--- src/rtl/clti_pkg.sv ---
package clti_pkg;

    // Default widths of the time counter and of the normalised-time fraction
    localparam int TIME_BITS_DEF     = 16;
    localparam int FRACTION_BITS_DEF = 16;

    // Positions are signed Q16.16 words
    localparam int POS_W = 32;

    // Configuration port
    localparam int CFG_DATA_W = 32;
    localparam int CFG_IDX_W  = 2;

    localparam logic [CFG_IDX_W-1:0] CFG_START_POSITION = 2'd0;
    localparam logic [CFG_IDX_W-1:0] CFG_END_POSITION   = 2'd1;
    localparam logic [CFG_IDX_W-1:0] CFG_MOVE_DURATION  = 2'd2;
    localparam logic [CFG_IDX_W-1:0] CFG_CURVE_MODE     = 2'd3;

    // Curve modes
    localparam logic MODE_CUBIC  = 1'b0;
    localparam logic MODE_LINEAR = 1'b1;

    // Pipeline depth outside the divider
    localparam int FRONT_STAGES = 2;
    localparam int POLY_STAGES  = 4;
    localparam int OUT_STAGES   = 1;

    // Control travelling alongside each sample
    typedef struct packed {
        logic valid;
        logic done;
    } t_ctl;

endpackage

--- src/rtl/clti_div.sv ---
module clti_div #(
    parameter int TIME_BITS = clti_pkg::TIME_BITS_DEF
) (
    input  logic                                    i_clk,
    input  logic                                    i_rst_n,
    input  clti_pkg::t_ctl                          i_ctl,
    input  logic [clti_pkg::POS_W+TIME_BITS-1:0]    i_numer,
    input  logic [TIME_BITS-1:0]                    i_divisor,
    output clti_pkg::t_ctl                          o_ctl,
    output logic [clti_pkg::POS_W-1:0]              o_quot,
    output logic                                    o_rem_nz
);

    localparam int STAGES = clti_pkg::POS_W;
    localparam int NUM_W  = clti_pkg::POS_W + TIME_BITS;

    clti_pkg::t_ctl       r_ctl [STAGES];
    logic [TIME_BITS-1:0] r_rem [STAGES];
    logic [STAGES-1:0]    r_dq  [STAGES];

    // One quotient bit per stage: shift the next dividend bit into the
    // remainder, subtract the divisor where it fits
    for (genvar g = 0; g < STAGES; g++) begin : g_stage
        clti_pkg::t_ctl       w_ctl_in;
        logic [TIME_BITS-1:0] w_rem_in;
        logic [STAGES-1:0]    w_dq_in;
        logic [TIME_BITS:0]   w_trial;
        logic [TIME_BITS:0]   w_diff;
        logic                 w_ge;

        if (g == 0) begin : g_first
            assign w_ctl_in = i_ctl;
            assign w_rem_in = i_numer[NUM_W-1:STAGES];
            assign w_dq_in  = i_numer[STAGES-1:0];
        end else begin : g_next
            assign w_ctl_in = r_ctl[g-1];
            assign w_rem_in = r_rem[g-1];
            assign w_dq_in  = r_dq[g-1];
        end

        assign w_trial = {w_rem_in, w_dq_in[STAGES-1]};
        assign w_ge    = (w_trial >= {1'b0, i_divisor});
        assign w_diff  = w_trial - {1'b0, i_divisor};

        always_ff @(posedge i_clk) begin
            if (!i_rst_n) begin
                r_ctl[g] <= '0;
            end else begin
                r_ctl[g] <= w_ctl_in;
            end
            r_rem[g] <= w_ge ? w_diff[TIME_BITS-1:0] : w_trial[TIME_BITS-1:0];
            r_dq[g]  <= {w_dq_in[STAGES-2:0], w_ge};
        end
    end

    assign o_ctl    = r_ctl[STAGES-1];
    assign o_quot   = r_dq[STAGES-1];
    assign o_rem_nz = |r_rem[STAGES-1];

    // A sample leaves the divider only if one entered it a full depth earlier
    a_div_latency: assert property (@(posedge i_clk) disable iff (!i_rst_n)
        o_ctl.valid |-> $past(i_ctl.valid, STAGES))
        else $error("divider produced a sample that never entered");

endmodule

--- config.mk ---
export PLATFORM = sky130hd
export DESIGN_NAME = clti_div
export DESIGN_NICKNAME = d
export VERILOG_FILES = /design/src/rtl/clti_pkg.sv /design/src/rtl/clti_div.sv
export SDC_FILE = /design/constraint.sdc
export NUM_CORES = 2
export LEC_CHECK = 0
export BUFFER_PORTS_ARGS = -buffer_cell sky130_fd_sc_hd__buf_4
export CAP_MARGIN = 20
export CORE_MARGIN = 3
export CORE_UTILIZATION = 45
export DETAILED_ROUTE_END_ITERATION = 12
export GPL_TIMING_DRIVEN = 0
export PLACE_DENSITY = 0.66
export SLEW_MARGIN = 25
export SYNTH_ARGS = -nofsm -noshare
export SYNTH_HDL_FRONTEND = slang
export SYNTH_SLANG_ARGS = --single-unit
--- constraint.sdc ---
create_clock -name i_clk -period 11.6 [get_ports i_clk]
set_input_delay 1.16 -clock i_clk [delete_from_list [all_inputs] [get_ports i_clk]]
set_output_delay 1.16 -clock i_clk [all_outputs]
set_load 0.05 [all_outputs]
==> key figures <==
Yosys
  • Syn nets: between 6,000 and 7,000
  • Post-Syn Instances: roughly 5,600
  • Post-Syn Area per Cell: around 11 um2
  • #FFs+latches synth: around 1,600
  • Synth cell types: a little over 80
  • Top cells by area, synth: dfxtp_1 (53%), ha_1 (11%), mux2_2 (4.1%), a21oi_1 (3.5%), xnor2_1 (3.2%)
  • Post-synth top area cell: dfxtp_1
  • Post-synth ARST share: 0%
  • EDFF count, synth: 0
  • Main synth FF type: dfxtp_1
  • Top cell type's share of synthesized area: a little over half
  • Register area share after synthesis: 52.9%
  • Synth warnings: 0
  • Cell Area, Synth: around 0.061 mm2

Clocking
  • Skew-Pair Late Insertion Delay: around 0.8 ns
  • Setup Fix Bufs, Post-CTS: 0
  • Reg clk slew, reported paths: ~0.060 ns
  • Clock Root Buffer: clkbuf_16
  • Post-CTS Resized: 0
  • Cts bufs inserted: roughly 160
  • CTS tree: yes
  • H-Tree Level Count: 4
  • Hold Buf Count CTS: 0
  • CTS sink cnt: ~1,600
  • Clock Path Buffers: 3

Die
  • Placement row count: about 130
  • Die area: roughly 0.14 mm2
  • Initial Util: between 40% and 50%
  • # IOs: just over 100
  • Die Wd: about 370 um
  • Die span in y: around 370 um
  • Core Box Area: between 0.1 and 0.15 mm2

Routing
  • First drt pass iteration count: 5
  • DRC Markers: 0
  • Final ANT Viol Nets: 0
  • Final wirelength: 122,000 um
  • Iteration-0 DRC Markers: 2,199
  • Routed via count: between 40,000 and 50,000
  • Via-per-instance ratio: between 5 and 6
  • Wirelength per Cell: 15.6 um

Critical path
  • Worst R2R Path Depth: 12
  • CP Launch Type: input pin
  • Setup crit start: i_divisor[1]
  • Critical Path AT: ~5.8 ns
  • Crit-path max cell delay: about 0.58 ns
  • Worst R2R Setup Slack: 7.89 ns
  • Crit Path Class: input pin to register
  • Crit path capture: r_rem[17][12]
  • Critical path's slowest cell: buf_6
  • RR Startpoint: r_dq[1][31]
  • Crit path max fanout: 33
  • Crit path cell chain: buf_6 > inv_4 > buf_12 > ha_1 > nor2b_1 > o31a_1 > o31ai_1 > a211oi_1 > o21a_1 > o311ai_1 > nand2_1 > a211oi_4 > buf_6 > mux2_2
  • WP data required: about 12 ns
  • Reg2reg end: r_rem[17][12]
  • Top cell by count, worst path: buf_6
  • Worst setup EP type: register

Outcome
  • Status: finished clean

Timing
  • Final Critical Period: between 5 and 6 ns
  • Fmax: between 150 and 200 MHz
  • PnR worst setup slack: between 6 and 7 ns
  • Final count of pins violating max slew: 0
  • Post-Route Skew: between 0.02 and 0.025 ns
  • Setup violators final: 0
  • Slew @ Worst Pin: 0.995 ns
  • Tcrit/Tclk final: around 44%
  • Setup_tns: 0 ns
  • Hold Vio Cnt, Final: 0
  • RSZ-0062 raised after global routing: false
  • Worst slew margin: between 30% and 40%

GRT
  • Vias in the first global route: around 40,000
  • Antenna violations before repair: 4
  • Total GRT Usage: 17.3%
  • Grt ovf: 0
  • Pin count of the biggest net entering global routing: 34
  • First-pass GRT wire length: about 200,000 um

Layout
  • Share of post-route cells with drive strength above 1: between 10% and 20%
  • Fin nets: 6,524
  • Ant diodes: 0
  • Area grow syn2layout: 15.0%

Pwr
  • VDD IR max: 0.000155 V
  • Cell Pwr Density: ~330 mW/mm2
  • Static leakage: around 30 nW

Placement
  • GP Congestion: roughly 0.88
  • # port buffers: around 100
  • Dpl ws: slightly below 6 ns
  • DP Wirelength: between 80,000 and 90,000 um

Min path
  • HP Class: register to register

Job
  • Max_cap viols: 0
[sequential cells by signal, indices dropped and copies added (netlist names)]
signal,count
r_ctl,64
r_dq,1024
r_rem,512
[final cells by class]
cell class	instances	area, um2
inverters	188	743
repair buffers	116	1080
clock buffers	213	4510
clock inverters	86	1240
flip-flops and latches	1600	32000
well taps	1755	2200
multi-input cells	3760	27400
fillers	11700	62900
plain buffers	84	363
[cells by family (layout without fill, tap and decap cells)]
kind of cell	Yosys count	in the layout	synth area share [%]
adders and majority gates	544	544	11.6
and+or+nand+nor	1331	1331	10.7
muxes	265	265	4.86
buffers and inverters	272	687	1.77
DFF	1600	1600	52.9
xor gates and xnor gates	359	359	5.19
AOI/OAI and AO/OA	1261	1261	12.9
[synthesized netlist by cell type, types with 35 or more instances]
cell	number
and2_1	72
or3_1	43
o21a_1	81
mux2_2	223
nand4_1	69
o21ai_0	311
nand2_1	280
clkbuf_1	66
a211oi_1	35
xor2_1	137
a21o_1	117
nor2_1	417
nand2b_1	75
nor2b_1	94
dfxtp_1	1600
inv_1	186
nand3_1	74
nor3_1	94
xnor2_1	222
ha_1	512
a21oi_1	418
a31oi_1	45
[stage by stage]
| stage | utilization, % | total power, mW | hold WS, ns | cells | instance area (um2) |
|---|---|---|---|---|---|
| 2_1_floorplan | - | 15.6 | 0.310 | 5632 | 60500 |
| 3_3_place_gp | 47.9 | 17.6 | 0.310 | 7488 | 63500 |
| 3_5_place_dp | 48.2 | 17.8 | 0.312 | 7503 | 63800 |
| 4_1_cts | 52.5 | 23.4 | 0.306 | 7802 | 69600 |
| 5_1_grt | 52.5 | 24.9 | 0.316 | 7802 | 69600 |
| 6_report | 52.5 | 23.2 | 0.311 | 7802 | 69600 |
[cells in the final DEF, fill, tap and decap left out, drive strengths merged, types with 81 or more instances in the layout]
master	instances
nor2b	94
xor2	137
a21oi	418
buf	134
xnor2	222
nor2	417
nor3	94
ha	512
clkbuf	279
inv	196
o21ai	335
mux2	231
o21a	81
a21o	117
nand2	280
dfxtp	1600
[critical path, delay by kind of cell]
family          cells  cell delay [ns]
compound gates      6             2.07
buf+inv             4             1.40
fa+ha+maj           1             0.37
mux                 1             0.35
simple gates        2             0.30
[per-layer routing]
| layer | GRT usage, % | share of wire, % |
|---|---|---|
| met1 | 22.6 | 46 |
| met2 | 28.6 | 46 |
| met3 | 3.23 | 4.9 |
| met4 | 6.19 | 3.0 |
| met5 | 0 | 0 |
[worst min path at each step]
stage                       startpoint           end  cells after the start
final                     r_dq[0][502]   r_dq[1][23]                      0
after global routing        r_dq[1][5]   r_dq[1][38]                      0
after CTS                  r_dq[0][57]   r_dq[0][90]                      0
after detailed placement   r_dq[0][81]  r_dq[0][114]                      0
after global placement    r_dq[1][274]  r_dq[1][307]                      0
after floorplan            r_dq[0][67]  r_dq[0][100]                      0
[power breakdown]
| part | switching (mW) | internal, mW |
|---|---|---|
| sequential | 0.770 | 7.47 |
| combinational | 5.16 | 4.39 |
| clock | 2.20 | 3.19 |
Power figures use the tool's default switching activity.
