## src/rtl/clti_pkg.sv

```systemverilog
package clti_pkg;

    // Default widths of the time counter and of the normalised-time fraction
    localparam int TIME_BITS_DEF     = 16;
    localparam int FRACTION_BITS_DEF = 16;

    // Positions are signed Q16.16 words
    localparam int POS_W = 32;

    // Configuration port
    localparam int CFG_DATA_W = 32;
    localparam int CFG_IDX_W  = 2;

    localparam logic [CFG_IDX_W-1:0] CFG_START_POSITION = 2'd0;
    localparam logic [CFG_IDX_W-1:0] CFG_END_POSITION   = 2'd1;
    localparam logic [CFG_IDX_W-1:0] CFG_MOVE_DURATION  = 2'd2;
    localparam logic [CFG_IDX_W-1:0] CFG_CURVE_MODE     = 2'd3;

    // Curve modes
    localparam logic MODE_CUBIC  = 1'b0;
    localparam logic MODE_LINEAR = 1'b1;

    // Pipeline depth outside the divider
    localparam int FRONT_STAGES = 2;
    localparam int POLY_STAGES  = 4;
    localparam int OUT_STAGES   = 1;

    // Control travelling alongside each sample
    typedef struct packed {
        logic valid;
        logic done;
    } t_ctl;

endpackage

```

## src/rtl/clti_poly.sv

```systemverilog
module clti_poly #(
    parameter int FRACTION_BITS = clti_pkg::FRACTION_BITS_DEF
) (
    input  logic                                        i_clk,
    input  logic                                        i_rst_n,
    input  clti_pkg::t_ctl                              i_ctl,
    input  logic [clti_pkg::POS_W-1:0]                  i_quot,
    input  logic                                        i_rem_nz,
    input  logic [clti_pkg::POS_W-1:0]                  i_delta_mag,
    output clti_pkg::t_ctl                              o_ctl,
    output logic [clti_pkg::POS_W+FRACTION_BITS:0]      o_prod,
    output logic [clti_pkg::POS_W-1:0]                  o_quot,
    output logic                                        o_rem_nz
);

    localparam int F      = FRACTION_BITS;
    localparam int PROD_W = clti_pkg::POS_W + F + 1;
    localparam logic [F:0] ONE_Q = {1'b1, {F{1'b0}}};

    clti_pkg::t_ctl              r1_ctl, r2_ctl, r3_ctl, r4_ctl;
    logic [clti_pkg::POS_W-1:0]  r1_quot, r2_quot, r3_quot, r4_quot;
    logic                        r1_rem_nz, r2_rem_nz, r3_rem_nz, r4_rem_nz;
    logic [F-1:0]                r1_t, r1_t2, r2_t2, r2_t3;
    logic [F:0]                  r3_s;
    logic [PROD_W-1:0]           r4_prod;

    logic [F-1:0]                w_t;
    logic [2*F-1:0]              w_tt;
    logic [2*F-1:0]              w_t2t;
    logic [F+1:0]                w_t2x3;
    logic [F+1:0]                w_t3x2;
    logic [F+1:0]                w_s_raw;
    logic [F:0]                  w_s;
    logic [PROD_W-1:0]           w_prod;

    // Square of the normalised time
    assign w_t  = i_quot[F-1:0];
    assign w_tt = w_t * w_t;

    always_ff @(posedge i_clk) begin
        if (!i_rst_n) begin
            r1_ctl <= '0;
        end else begin
            r1_ctl <= i_ctl;
        end
        r1_t      <= w_t;
        r1_t2     <= w_tt[2*F-1:F];
        r1_quot   <= i_quot;
        r1_rem_nz <= i_rem_nz;
    end

    // Cube of the normalised time
    assign w_t2t = r1_t2 * r1_t;

    always_ff @(posedge i_clk) begin
        if (!i_rst_n) begin
            r2_ctl <= '0;
        end else begin
            r2_ctl <= r1_ctl;
        end
        r2_t2     <= r1_t2;
        r2_t3     <= w_t2t[2*F-1:F];
        r2_quot   <= r1_quot;
        r2_rem_nz <= r1_rem_nz;
    end

    // Smoothstep factor 3t^2 - 2t^3, held at one at most
    assign w_t2x3  = {2'b00, r2_t2} + {1'b0, r2_t2, 1'b0};
    assign w_t3x2  = {1'b0, r2_t3, 1'b0};
    assign w_s_raw = w_t2x3 - w_t3x2;
    assign w_s     = (w_s_raw > {1'b0, ONE_Q}) ? ONE_Q : w_s_raw[F:0];

    always_ff @(posedge i_clk) begin
        if (!i_rst_n) begin
            r3_ctl <= '0;
        end else begin
            r3_ctl <= r2_ctl;
        end
        r3_s      <= w_s;
        r3_quot   <= r2_quot;
        r3_rem_nz <= r2_rem_nz;
    end

    // Scale the move magnitude by the profile factor
    assign w_prod = i_delta_mag * r3_s;

    always_ff @(posedge i_clk) begin
        if (!i_rst_n) begin
            r4_ctl <= '0;
        end else begin
            r4_ctl <= r3_ctl;
        end
        r4_prod   <= w_prod;
        r4_quot   <= r3_quot;
        r4_rem_nz <= r3_rem_nz;
    end

    assign o_ctl    = r4_ctl;
    assign o_prod   = r4_prod;
    assign o_quot   = r4_quot;
    assign o_rem_nz = r4_rem_nz;

    // Truncated cube never exceeds the truncated square
    a_cube_below_square: assert property (@(posedge i_clk) disable iff (!i_rst_n)
        r2_ctl.valid |-> (r2_t3 <= r2_t2))
        else $error("t^3 term exceeds t^2 term");

endmodule

```

## config.mk

```make
export PLATFORM = sky130hd
export DESIGN_NAME = clti_poly
export DESIGN_NICKNAME = d
export VERILOG_FILES = /design/src/rtl/clti_pkg.sv /design/src/rtl/clti_poly.sv
export SDC_FILE = /design/constraint.sdc
export NUM_CORES = 2
export LEC_CHECK = 0
export ABC_AREA = 1
export BUFFER_PORTS_ARGS = -buffer_cell sky130_fd_sc_hd__buf_2
export CORE_MARGIN = 1
export CORE_UTILIZATION = 60
export CTS_BUF_LIST = sky130_fd_sc_hd__clkbuf_8 sky130_fd_sc_hd__clkbuf_16
export CTS_CLUSTER_SIZE = 10
export DETAILED_ROUTE_END_ITERATION = 8
export PLACE_DENSITY = 0.81
export SLEW_MARGIN = 5
export SYNTH_ARGS = -nofsm -noshare
export SYNTH_HDL_FRONTEND = slang
export SYNTH_SLANG_ARGS = --single-unit
export TNS_END_PERCENT = 30
```

## constraint.sdc

```tcl
create_clock -name i_clk -period 7 [get_ports i_clk]
set_input_delay 0 -clock i_clk [delete_from_list [all_inputs] [get_ports i_clk]]
set_output_delay 0 -clock i_clk [all_outputs]
set_load 0.02 [all_outputs]
```

==> results.sh <==
export IMPL_status="completed"
export IMPL_place_port_buffers=152
export IMPL_cts_reportedPaths_clkPinSlew_ns=0.08
export IMPL_floorplan_die_area_um2=69600
export IMPL_first_pass_iters=8
export IMPL_layout_drive_gt1_share=0.05263
export IMPL_netlist_instances=5168
export IMPL_yosys_area_share_xor_xnor=0.01685
export IMPL_drt_drc_violations_left=0
export IMPL_synth_largest_area_cell="fa_1"
export IMPL_share_of_the_synthesized_area_in_compound_gates_ao_oa_aoi_oai=0.03933
export IMPL_post_route_util=0.6521
export IMPL_timing_max_transition_violations_final=0
export IMPL_initialDrtViolationCount=2722
export IMPL_criticalPathCategory="reg -> reg"
export IMPL_groute_usage_overall=0.3164
export IMPL_wire_length_of_the_first_global_routing_pass_mm=174.8
export IMPL_route_vias_total=32570
export IMPL_unrepaired_setup_endpoints_after_global_routing="no"
export IMPL_hold_class="in -> reg"
export IMPL_fp_dieW_um=263.8
export IMPL_maxCapViolCount=0
export IMPL_synthAdderAreaFrac=0.5032
export IMPL_number_of_antenna_violating_nets_in_the_routed_design=0
export IMPL_rows=95
export IMPL_r2r_slack_ns=0.62
export IMPL_overflow=0
export IMPL_coreArea_um2=67510
export IMPL_cts_inserted_buffers=35
export IMPL_timing_critical_path_arrival_ns=6.82
export IMPL_route_final_wire_length_mm=104.9
export IMPL_ctsResizeCount=0
export IMPL_via_count_of_the_first_global_routing_pass=34350
export IMPL_synth_top_family_by_area="adder cells"
export IMPL_fill_count=5508
export IMPL_ys_top_cells_by_area="fa_1 (40%), inv_1 (14%), dfxtp_1 (12%)"
export IMPL_clock_path_buffers=3
export IMPL_cts_tree="done"
export IMPL_crit_share_post_route=0.9109
export IMPL_multi_input_comb_area_um2=29420
export IMPL_number_of_nets_in_the_layout=6457
export IMPL_hold_violations=0
export IMPL_area_taken_by_flip_flops_and_latches_um2=5085
export IMPL_yosys_area_top_type_share=0.4001
export IMPL_min_period_ns=6.376
export IMPL_boundaryPins=153
export IMPL_area_delta_synth_final_pct=7.036
export IMPL_holdPathStages=4
export IMPL_synthesis_area_um2=41130
export IMPL_cts_sinks=254
export IMPL_slowest_delay_ns=0.74
export IMPL_path_cells="buf_4, nand2_1, fa_1, fa_1, inv_1, fa_1, fa_1, fa_1, inv_1, fa_1, inv_1, ha_1, nand2_1, nor2_1, inv_1, nor2_1, inv_1, nor2_1, nand3_1, nand3_1, xor2_1"
export IMPL_crit_top_cell="fa_1"
export IMPL_critical_path_peak_fanout=13
export IMPL_worst_slew_margin_rel=0.3837
export IMPL_cp_start_kind="flip-flop"
export IMPL_detailed_place_hpwl_mm=84.96
export IMPL_final_setup_skew_ns=0.03598
export IMPL_antenna_found_initial=3
export IMPL_floorplan_initialDensity=0.6092
export IMPL_clock_tree_htree_level_count=2
export IMPL_finalSetupViolations=0
export IMPL_crit_slowest_cell="dfxtp_1"
export IMPL_antennaDiodeCount=0
export IMPL_max_clock_freq_mhz=156.8
export IMPL_timing_critical_path_required_ns=7.45
export IMPL_yosys_mux_area_fraction=0
export IMPL_synth_yosys_seq_area_share=0.1236
export IMPL_synthSimpleGateAreaFrac=0.1558
export IMPL_via_per_inst=5.324
export IMPL_yosysUniqueCellTypes=41
export IMPL_fin_tns_setup_ns=0
export IMPL_pin_count_of_the_biggest_net_entering_global_routing=33
export IMPL_critical_path_endpoint_type="flip-flop"
export IMPL_routed_wire_length_per_instance_um=17.14
export IMPL_worst_reg2reg_path_length_in_cells=21
export IMPL_die_span_y_um=263.8
export IMPL_syn_nets=6398
export IMPL_clock_root_buffer="clkbuf_16"
export IMPL_worstMarginPinSlew_ns=0.9232
export IMPL_finalWeightedCongestion=0.9895
export IMPL_ys_warn_count=0
export IMPL_clock_insertion_delay_worst_skew_ns=0.57
export IMPL_avgSynthCellArea_um2=7.959
export IMPL_ys_ff_latch=254
==> critical path: cells and delay by family, from the launching register on <==
| family | cells | cell delay (ns) |
|---|---|---|
| fa+ha+maj | 7 | 3.48 |
| simple gates | 7 | 1.11 |
| xor+xnor | 1 | 0.26 |
| flops | 1 | 0.74 |
| buf+inv | 6 | 0.64 |
==> metal layers <==
layer / global-route usage / part of all wire
met2: 0.5060 / 0.46
met1: 0.4372 / 0.41
met5: 0 / 0.00022
met3: 0.05761 / 0.096
met4: 0.1034 / 0.030
==> cell families after synthesis <==
family / Yosys count
buf+inv: 1762
simple gates: 1632
fa+ha+maj: 1161
compound gates: 282
flops: 254
xor+xnor: 77
==> through the flow <==
stage               instances  hold slack, ns  worst slack (ns)  instance area [um2]
floorplan                5168         0.02772             1.590                41130
global placement         6024          0.1025            0.7536                42470
detailed placement       6024          0.1036            0.7355                42470
CTS                      6117        0.009391            0.7027                44020
global route             6117         0.06625            0.2699                44020
finish                   6117         0.04380            0.6237                44020
==> worst paths after layout <==
path,from,endpoint
max,r3_s[8],o_prod[37]
max reg2reg,r3_s[8],o_prod[37]
min,i_delta_mag[1],o_prod[1]
min reg2reg,r2_quot[13],r3_quot[13]
==> cells in the mapped netlist (all sizes together) <==
cell type / instances
inv: 1556
nand2: 1304
fa: 822
ha: 339
dfxtp: 254
clkbuf: 204
nor2: 183
a21oi: 150
nand3: 78
o21ai: 73
xor2: 52
nor3: 34
xnor2: 25
nand4: 17
a21o: 16
o21bai: 11
a31oi: 10
nand3b: 6
a21boi: 5
o21a: 5
nor4: 4
or2: 4
a211oi: 3
o211ai: 3
and3: 2
buf: 2
o211a: 2
o31ai: 2
o2111ai: 1
o31a: 1
==> area by class of cell <==
| cell class | instances | share of cell area |
|---|---|---|
| Multi-Input combinational cell | 3152 | 0.6682 |
| Inverter | 1556 | 0.1327 |
| Sequential cell | 254 | 0.1155 |
| Timing Repair Buffer | 228 | 0.03246 |
| Tap cell | 873 | 0.02481 |
| Clock buffer | 38 | 0.02083 |
| Clock inverter | 16 | 0.005542 |
==> timing repair <==
action | in CTS | in global routing
hold buffers | 39 | 0
setup buffers | 0 | 0
hold endpoints to repair | 42 | 0
==> registers in the layout, summed over array words and instances (netlist names), 16 cells and up <==
register / flops
o_prod: 49
o_quot: 32
r1_quot: 17
r1_t2: 16
r2_quot: 32
r2_t2: 16
r2_t3: 16
r3_quot: 32
r3_s: 17
==> cell usage in the layout (no fill, tap or decap), drive strengths merged <==
cell         synthesis  final
dfxtp              254    254
xor2                52     52
inv               1556   1560
nor3                34     34
a211oi               3      3
o211a                2      2
or2                  4      4
o21a                 5      5
o31a                 1      1
fa                 822    822
nor2               183    183
a31oi               10     10
a21o                16     16
bufinv               0      5
o21ai               73     73
o2111ai              1      1
and3                 2      2
a21oi              150    150
o21bai              11     11
buf                  2    189
clkinvlp             0      1
clkbuf             204     38
nand3b               6      6
o31ai                2      2
dlygate4sd3          0     39
xnor2               25     25
nand4               17     17
ha                 339    339
a21boi               5      5
nor4                 4      4
o211ai               3      3
nand2             1304   1304
nand3               78     78
clkinv               0      6
Power is not shown: default switching activity piles up to over one toggle a cycle in this logic, so the estimate is an artifact.
