--- src/rtl/clti_pkg.sv ---
package clti_pkg;

    // Default widths of the time counter and of the normalised-time fraction
    localparam int TIME_BITS_DEF     = 16;
    localparam int FRACTION_BITS_DEF = 16;

    // Positions are signed Q16.16 words
    localparam int POS_W = 32;

    // Configuration port
    localparam int CFG_DATA_W = 32;
    localparam int CFG_IDX_W  = 2;

    localparam logic [CFG_IDX_W-1:0] CFG_START_POSITION = 2'd0;
    localparam logic [CFG_IDX_W-1:0] CFG_END_POSITION   = 2'd1;
    localparam logic [CFG_IDX_W-1:0] CFG_MOVE_DURATION  = 2'd2;
    localparam logic [CFG_IDX_W-1:0] CFG_CURVE_MODE     = 2'd3;

    // Curve modes
    localparam logic MODE_CUBIC  = 1'b0;
    localparam logic MODE_LINEAR = 1'b1;

    // Pipeline depth outside the divider
    localparam int FRONT_STAGES = 2;
    localparam int POLY_STAGES  = 4;
    localparam int OUT_STAGES   = 1;

    // Control travelling alongside each sample
    typedef struct packed {
        logic valid;
        logic done;
    } t_ctl;

endpackage

--- src/rtl/clti_front.sv ---
module clti_front #(
    parameter int TIME_BITS     = clti_pkg::TIME_BITS_DEF,
    parameter int FRACTION_BITS = clti_pkg::FRACTION_BITS_DEF
) (
    input  logic                                    i_clk,
    input  logic                                    i_rst_n,
    input  logic                                    i_valid,
    input  logic [TIME_BITS-1:0]                    i_time,
    input  logic [TIME_BITS-1:0]                    i_duration,
    input  logic                                    i_curve_mode,
    input  logic [clti_pkg::POS_W-1:0]              i_delta_mag,
    output clti_pkg::t_ctl                          o_ctl,
    output logic [clti_pkg::POS_W+TIME_BITS-1:0]    o_numer
);

    localparam int NUM_W = clti_pkg::POS_W + TIME_BITS;

    logic                 r_valid;
    logic [TIME_BITS-1:0] r_time;
    clti_pkg::t_ctl       r_ctl;
    logic [NUM_W-1:0]     r_numer;

    logic                 w_done;
    logic [NUM_W-1:0]     w_prod;
    logic [NUM_W-1:0]     w_shift;
    clti_pkg::t_ctl       n_ctl;
    logic [NUM_W-1:0]     n_numer;

    // Capture the accepted time sample
    always_ff @(posedge i_clk) begin
        if (!i_rst_n) begin
            r_valid <= 1'b0;
        end else begin
            r_valid <= i_valid;
        end
        r_time <= i_time;
    end

    // Detect end of move and form the dividend for the shared divider
    assign w_done  = (r_time >= i_duration);
    assign w_prod  = i_delta_mag * r_time;
    assign w_shift = {{(NUM_W-TIME_BITS){1'b0}}, r_time} << FRACTION_BITS;

    always_comb begin
        n_ctl.valid = r_valid;
        n_ctl.done  = w_done;
        n_numer     = (i_curve_mode == clti_pkg::MODE_LINEAR) ? w_prod : w_shift;
    end

    always_ff @(posedge i_clk) begin
        if (!i_rst_n) begin
            r_ctl <= '0;
        end else begin
            r_ctl <= n_ctl;
        end
        r_numer <= n_numer;
    end

    assign o_ctl   = r_ctl;
    assign o_numer = r_numer;

endmodule

--- config.mk ---
export PLATFORM = sky130hd
export DESIGN_NAME = clti_front
export DESIGN_NICKNAME = d
export VERILOG_FILES = /design/src/rtl/clti_pkg.sv /design/src/rtl/clti_front.sv
export SDC_FILE = /design/constraint.sdc
export NUM_CORES = 1
export LEC_CHECK = 0
export BUFFER_PORTS_ARGS = -buffer_cell sky130_fd_sc_hd__buf_2
export CAP_MARGIN = 20
export CORE_MARGIN = 2
export CORE_UTILIZATION = 30
export CTS_BUF_LIST = sky130_fd_sc_hd__clkbuf_8
export CTS_CLUSTER_SIZE = 24
export DETAILED_ROUTE_END_ITERATION = 6
export SYNTH_ARGS = -nofsm -noshare
export SYNTH_HDL_FRONTEND = slang
export SYNTH_SLANG_ARGS = --single-unit
--- constraint.sdc ---
create_clock -name i_clk -period 19.8 [get_ports i_clk]
set_input_delay 3.96 -clock i_clk [delete_from_list [all_inputs] [get_ports i_clk]]
set_output_delay 3.96 -clock i_clk [all_outputs]
set_load 0.05 [all_outputs]
==> impl_metrics.ini, run 1 <==
[status]
status = finished clean

[setup_path]
cp_top_family = adder cells
cp_common_cell = fa_1
r2r_start = r_time[13]
crit_required_ns = 20.08
worst_path_max_delay_cell = fa_1
path_buf_inv = 6
cp-start-kind = primary input
path_cells = buf_2 -> nand2_1 -> fa_1 -> fa_1 -> inv_1 -> fa_1 -> inv_1 -> fa_1 -> inv_1 -> fa_1 -> inv_1 -> fa_1 -> inv_1 -> ha_1 -> nand2_1 -> a211o_1 -> a31oi_1 -> o21ai_1 -> a21oi_1 -> o21a_1 -> xor2_1 -> mux2_2
cpPeakStageDelay_ns = 0.57
crit_type = in2reg
r2r_slack_ns = 13.19
endpoint_kind = flip-flop
crit_start = i_delta_mag[10]
cp.arrival_ns = 10.00
critical_path.max_fanout = 16

[sta]
setup_viol = 0
period_share_pct = 49.1
hold_viol = 0
drv_slew = 0
tns_ns = 0
timing.fmax_mhz = 103
rsz0062_at_grt = false
min_period_ns = 9.72
slew_headroom_pct = 33.2
finClkSkew_ns = 0.0215
worst_pin_slew_ns = 1.00
worst_slack_ns = 10.08

[placed_design]
place_area_um2 = 19700
pre_cts_ws_ns = 9.75
gp_congestion = 0.883
port_buffers = 117
place_hpwl_um = 41200

[global_route]
grt_pass1_vias = 15583
grt_pass1_wl_um = 84900
antenna_found_initial = 2
grt_max_degree = 45
overflow = 0
grt_use_total_pct = 17.1

[synth]
synth_flop_cell = dfxtp_1
yosysWarningCount = 0
syn_nets = 2709
synth.avg_cell_area_um2 = 8.84
synth_seq_cells = 67
ys_seq_area_share_pct = 7.27
synth_edf_count = 0
ys_async_sr_fraction_pct = 0
postSynthCellCount = 2087
synth_area_um2 = 18400
ys_types = 61

[final_layout]
nets = 2748
multi_input_area_um2 = 14900
final_area_um2 = 19900
areaGrowthSynthToFinish_pct = 7.96
fill_cells = 6313
drive_gt1_share_pct = 8.26
mostFrequentLayoutCell = inv_1
final_cell_mix = inv_1, fa_1, nand2_1
seq_area_um2 = 1350

[clocking]
postCtsSetupRepairBufs = 0
cts-buffers-inserted = 9
ctsResizeCount = 0
cts.sinks = 67
hold_buffers = 0
clkTransAtPathRegs_ns = 0.08
tritoncts = built
h-tree-depth = 3
clk_latency_ns = 0.41
cts-root-buf = clkbuf_8
clockBufferDepth = 2

[detailed_routing]
num_vias = 13969
post_drt_wl_per_cell_um = 17.8
via_per_inst = 4.79
drt-total-wl_um = 51800
drt_first_iter_violations = 774
ant_nets = 0
dr.pass1.iters = 5
remaining_drc_errors = 0

[floorplanning]
die_h_um = 252
core_um2 = 60600
start_util_pct = 30.4
die_area_um2 = 63500
ioPinCount = 118
rows = 90
fp.dieW_um = 252

[worst_hold_path]
holdCritStartpoint = r_valid
hold_path_class = reg2reg

[job]
drv_cap = 0
-- metal layers --
metal | routed length (um) | global-route usage (%)
met1 | 22100 | 22.7
met2 | 25300 | 29.0
met3 | 3490 | 3.59
met4 | 873 | 3.25
met5 | 12 | 0
-- flip-flops by register name (all words and copies together), names as in the netlist --
register	cells
o_ctl	2
o_numer	48
r_time	16
r_valid	1
-- synthesized netlist by cell type, drive strengths merged, types with 9 or more instances --
library cell  number  area [um2]
a21o              22         166
a21oi             59         303
a31oi             10        75.1
and2             213        1330
buf                9        81.3
clkbuf            93         350
dfxtp             67        1340
fa               418        8370
ha               136        1700
inv              463        1740
mux2              12         135
mux2i              9        90.1
nand2            354        1330
nand2b            10        62.6
nand3             12        60.1
nand4             13        81.3
nor2              49         184
nor3              12        71.3
o21ai             27         135
xnor2             17         149
xor2              15         131
-- cell families after synthesis --
logic type | Yosys count | share of synthesized area (%)
adders and majority gates | 554 | 54.6
DFF | 67 | 7.27
muxes | 21 | 1.22
AOI/OAI and AO/OA | 161 | 5.72
xor gates and xnor gates | 32 | 1.52
buffers and inverters | 566 | 11.8
and+or+nand+nor | 686 | 17.9
-- final cells by class --
cell class,instances,share of cell area [%]
antenna,2,0.0251
clock buffer,10,0.691
clock inverter,6,0.471
inverter,463,8.73
multi-input combinational,1454,74.9
sequential,67,6.76
tap,782,4.91
timing repair buffer,131,3.47
-- through the flow --
stage / hold WS [ns] / util, % / std cells
CTS: 0.449 / 32.9 / 2913
global route: 0.460 / 32.9 / 2914
detailed placement: 0.430 / 32.5 / 2897
finish: 0.443 / 32.9 / 2915
global placement: 0.416 / 32.5 / 2897
floorplan: 0.412 / - / 2087
-- worst paths after layout --
path	cells after the start	endpoint
max	22	o_numer[30]
min reg2reg	1	o_ctl[1]
max reg2reg	18	o_numer[24]
min	1	o_ctl[1]
Power of run 1 is not shown: default switching activity piles up to over one toggle a cycle in this logic, so the estimate is an artifact.
==> run 2, diff against run 1 <==
ABC_AREA = 1   (was not set)
clock period = 8.2 ns   (was 19.8 ns; I/O delays follow)
==> run 2 against run 1 <==
Net effect: count of clock-buffer cells in the layout unchanged; design area grew 8.5%; register-to-register slack got worse by 11 ns; sequential share of layout area down 0.54 points; via count increased by 15%; highest routed layer is now met4.
==> impl_metrics.ini, run 2 <==
[synth]
yosysWarningCount = 0
synth_top_area_share_pct = 41.8
synth_edf_count = 0
syn_nets = 3396
yosysMostFrequentCell = nand2_1
yosysTopAreaCell = fa_1
synth_flop_cell = dfxtp_1
ys_async_sr_fraction_pct = 0
synth.avg_cell_area_um2 = 7.22
ys_seq_area_share_pct = 6.70
ys_top_cells_by_area = fa_1, nand2_1, inv_1
synth_area_um2 = 20000
synth_seq_cells = 67
ys_types = 31
postSynthCellCount = 2774
synth_common_cells = nand2_1, inv_1, fa_1, ha_1, clkbuf_1

[setup_path]
critical_path.max_fanout = 16
endpoint_kind = flip-flop
reg2regPathDepth = 24
r2r_end = o_numer[33]
crit_type = in2reg
crit_required_ns = 8.44
cp.arrival_ns = 6.91
r2r_start = r_time[4]
cp-start-kind = primary input
r2r_slack_ns = 1.94

[final_layout]
multi_input_area_um2 = 15000
antennaDiodeCount = 0
final_cell_mix = nand2_1, inv_1, fa_1
seq_area_um2 = 1340
drive_gt1_share_pct = 7.84
final_core_util_pct = 32.8
fill_cells = 7171
areaGrowthSynthToFinish_pct = 7.89
largest_register_ffs = 48
mostFrequentLayoutCell = nand2_1
nets = 3409

[global_route]
grt_pass1_wl_um = 89300
grt_max_degree = 47
top_usage_layer = met2
overflow = 0
grt_pass1_vias = 16709
grt_use_total_pct = 16.0
gr-usage-met1_pct = 22.2
use_met3_pct = 1.80
use_met2_pct = 27.4
antenna_found_initial = 0

[detailed_routing]
post_drt_wl_per_cell_um = 14.6
dr.pass1.iters = 6
drt_first_iter_violations = 925
remaining_drc_errors = 0
drt-total-wl_um = 53300
ant_nets = 0
via_per_inst = 4.40
num_vias = 16084

[sta]
slew_headroom_pct = 24.3
setup_viol = 0
min_period_ns = 6.67
timing.fmax_mhz = 150
rsz0062_at_grt = false
tns_ns = 0
finClkSkew_ns = 0.0298
period_share_pct = 81.4
worst_pin_slew_ns = 1.13
hold_viol = 0
drv_slew = 0

[clocking]
postCtsSetupRepairBufs = 0
tritoncts = built
clk_latency_ns = 0.40
clockBufferDepth = 2
clkTransAtPathRegs_ns = 0.09
cts-buffers-inserted = 9
hold_buffers = 0
h-tree-depth = 3
cts-root-buf = clkbuf_8
ctsResizeCount = 0
cts.sinks = 67

[job]
drv_cap = 0

[worst_hold_path]
hold_path_class = reg2reg
whs_endpoint = o_ctl[1]
holdPathStages = 2
holdCritStartpoint = r_valid

[floorplanning]
start_util_pct = 30.4
fp.dieW_um = 262
die_h_um = 262
core_um2 = 65900
ioPinCount = 118
die_area_um2 = 68800
rows = 94

[status]
status = finished clean

[placed_design]
port_buffers = 117
place_hpwl_um = 45500
gp_congestion = 0.881
run 2: cell type report:
cell class | instances | share of cell area, %
sequential | 67 | 6.22
clock inverter | 6 | 0.481
inverter | 848 | 14.7
clock buffer | 10 | 0.637
timing repair buffer | 136 | 3.56
multi-input combinational | 1725 | 69.4
tap | 864 | 5.00
run 2: kinds of logic (layout without fill, tap and decap cells):
logic type / Yosys count / count (layout) / synth area share, %
adders and majority gates: 554 / 554 / 50.3
and+or+nand+nor: 1083 / 1083 / 22.0
AOI/OAI and AO/OA: 79 / 79 / 2.14
DFF: 67 / 67 / 6.70
xor gates and xnor gates: 9 / 9 / 0.394
buffers and inverters: 982 / 1000 / 18.5
run 2: worst max path at each step:
stage,from,endpoint
3_5_place_dp,i_delta_mag[20],o_numer[23]
6_report,i_delta_mag[10],o_numer[25]
5_1_grt,i_delta_mag[10],o_numer[25]
2_1_floorplan,i_delta_mag[10],o_numer[24]
3_3_place_gp,i_delta_mag[20],o_numer[23]
4_1_cts,i_delta_mag[20],o_numer[23]
run 2: routing by layer:
| layer | wire length, um | up-vias | part of all wire (%) |
|---|---|---|---|
| met2 | 25800 | 338 | 48 |
| met1 | 24700 | 8017 | 46 |
| li1 | - | 7692 | - |
| met5 | 0 | - | 0 |
| met3 | 2310 | 37 | 4.3 |
| met4 | 558 | 0 | 1.0 |
run 2: metrics by stage:
stage                     std cells  setup WS (ns)  hold slack [ns]  cell area (um2)
final                          3656           1.53            0.420            21600
after global routing           3656           1.19            0.459            21600
after CTS                      3654           1.53            0.424            21500
after floorplan                2774           1.47            0.390            20000
after global placement         3638           1.14            0.402            21300
after detailed placement       3638           1.15            0.408            21300
run 2: critical path, stage by stage:
cell and delay [ns]:
buf_2 0.31, nand2_1 0.13, fa_1 0.55, fa_1 0.55, inv_1 0.05, fa_1 0.50
inv_1 0.05, fa_1 0.54, inv_1 0.05, fa_1 0.49, inv_1 0.05, fa_1 0.48
inv_1 0.05, ha_1 0.34, nand2_2 0.17, inv_1 0.06, nand2_1 0.06, nand2_1 0.07
nand2_1 0.07, nand2_1 0.06, nand2_1 0.08, nand3_2 0.13, or2_1 0.24, nand3_1 0.06
nand2_1 0.14
Power of run 2 is left out for the same reason.
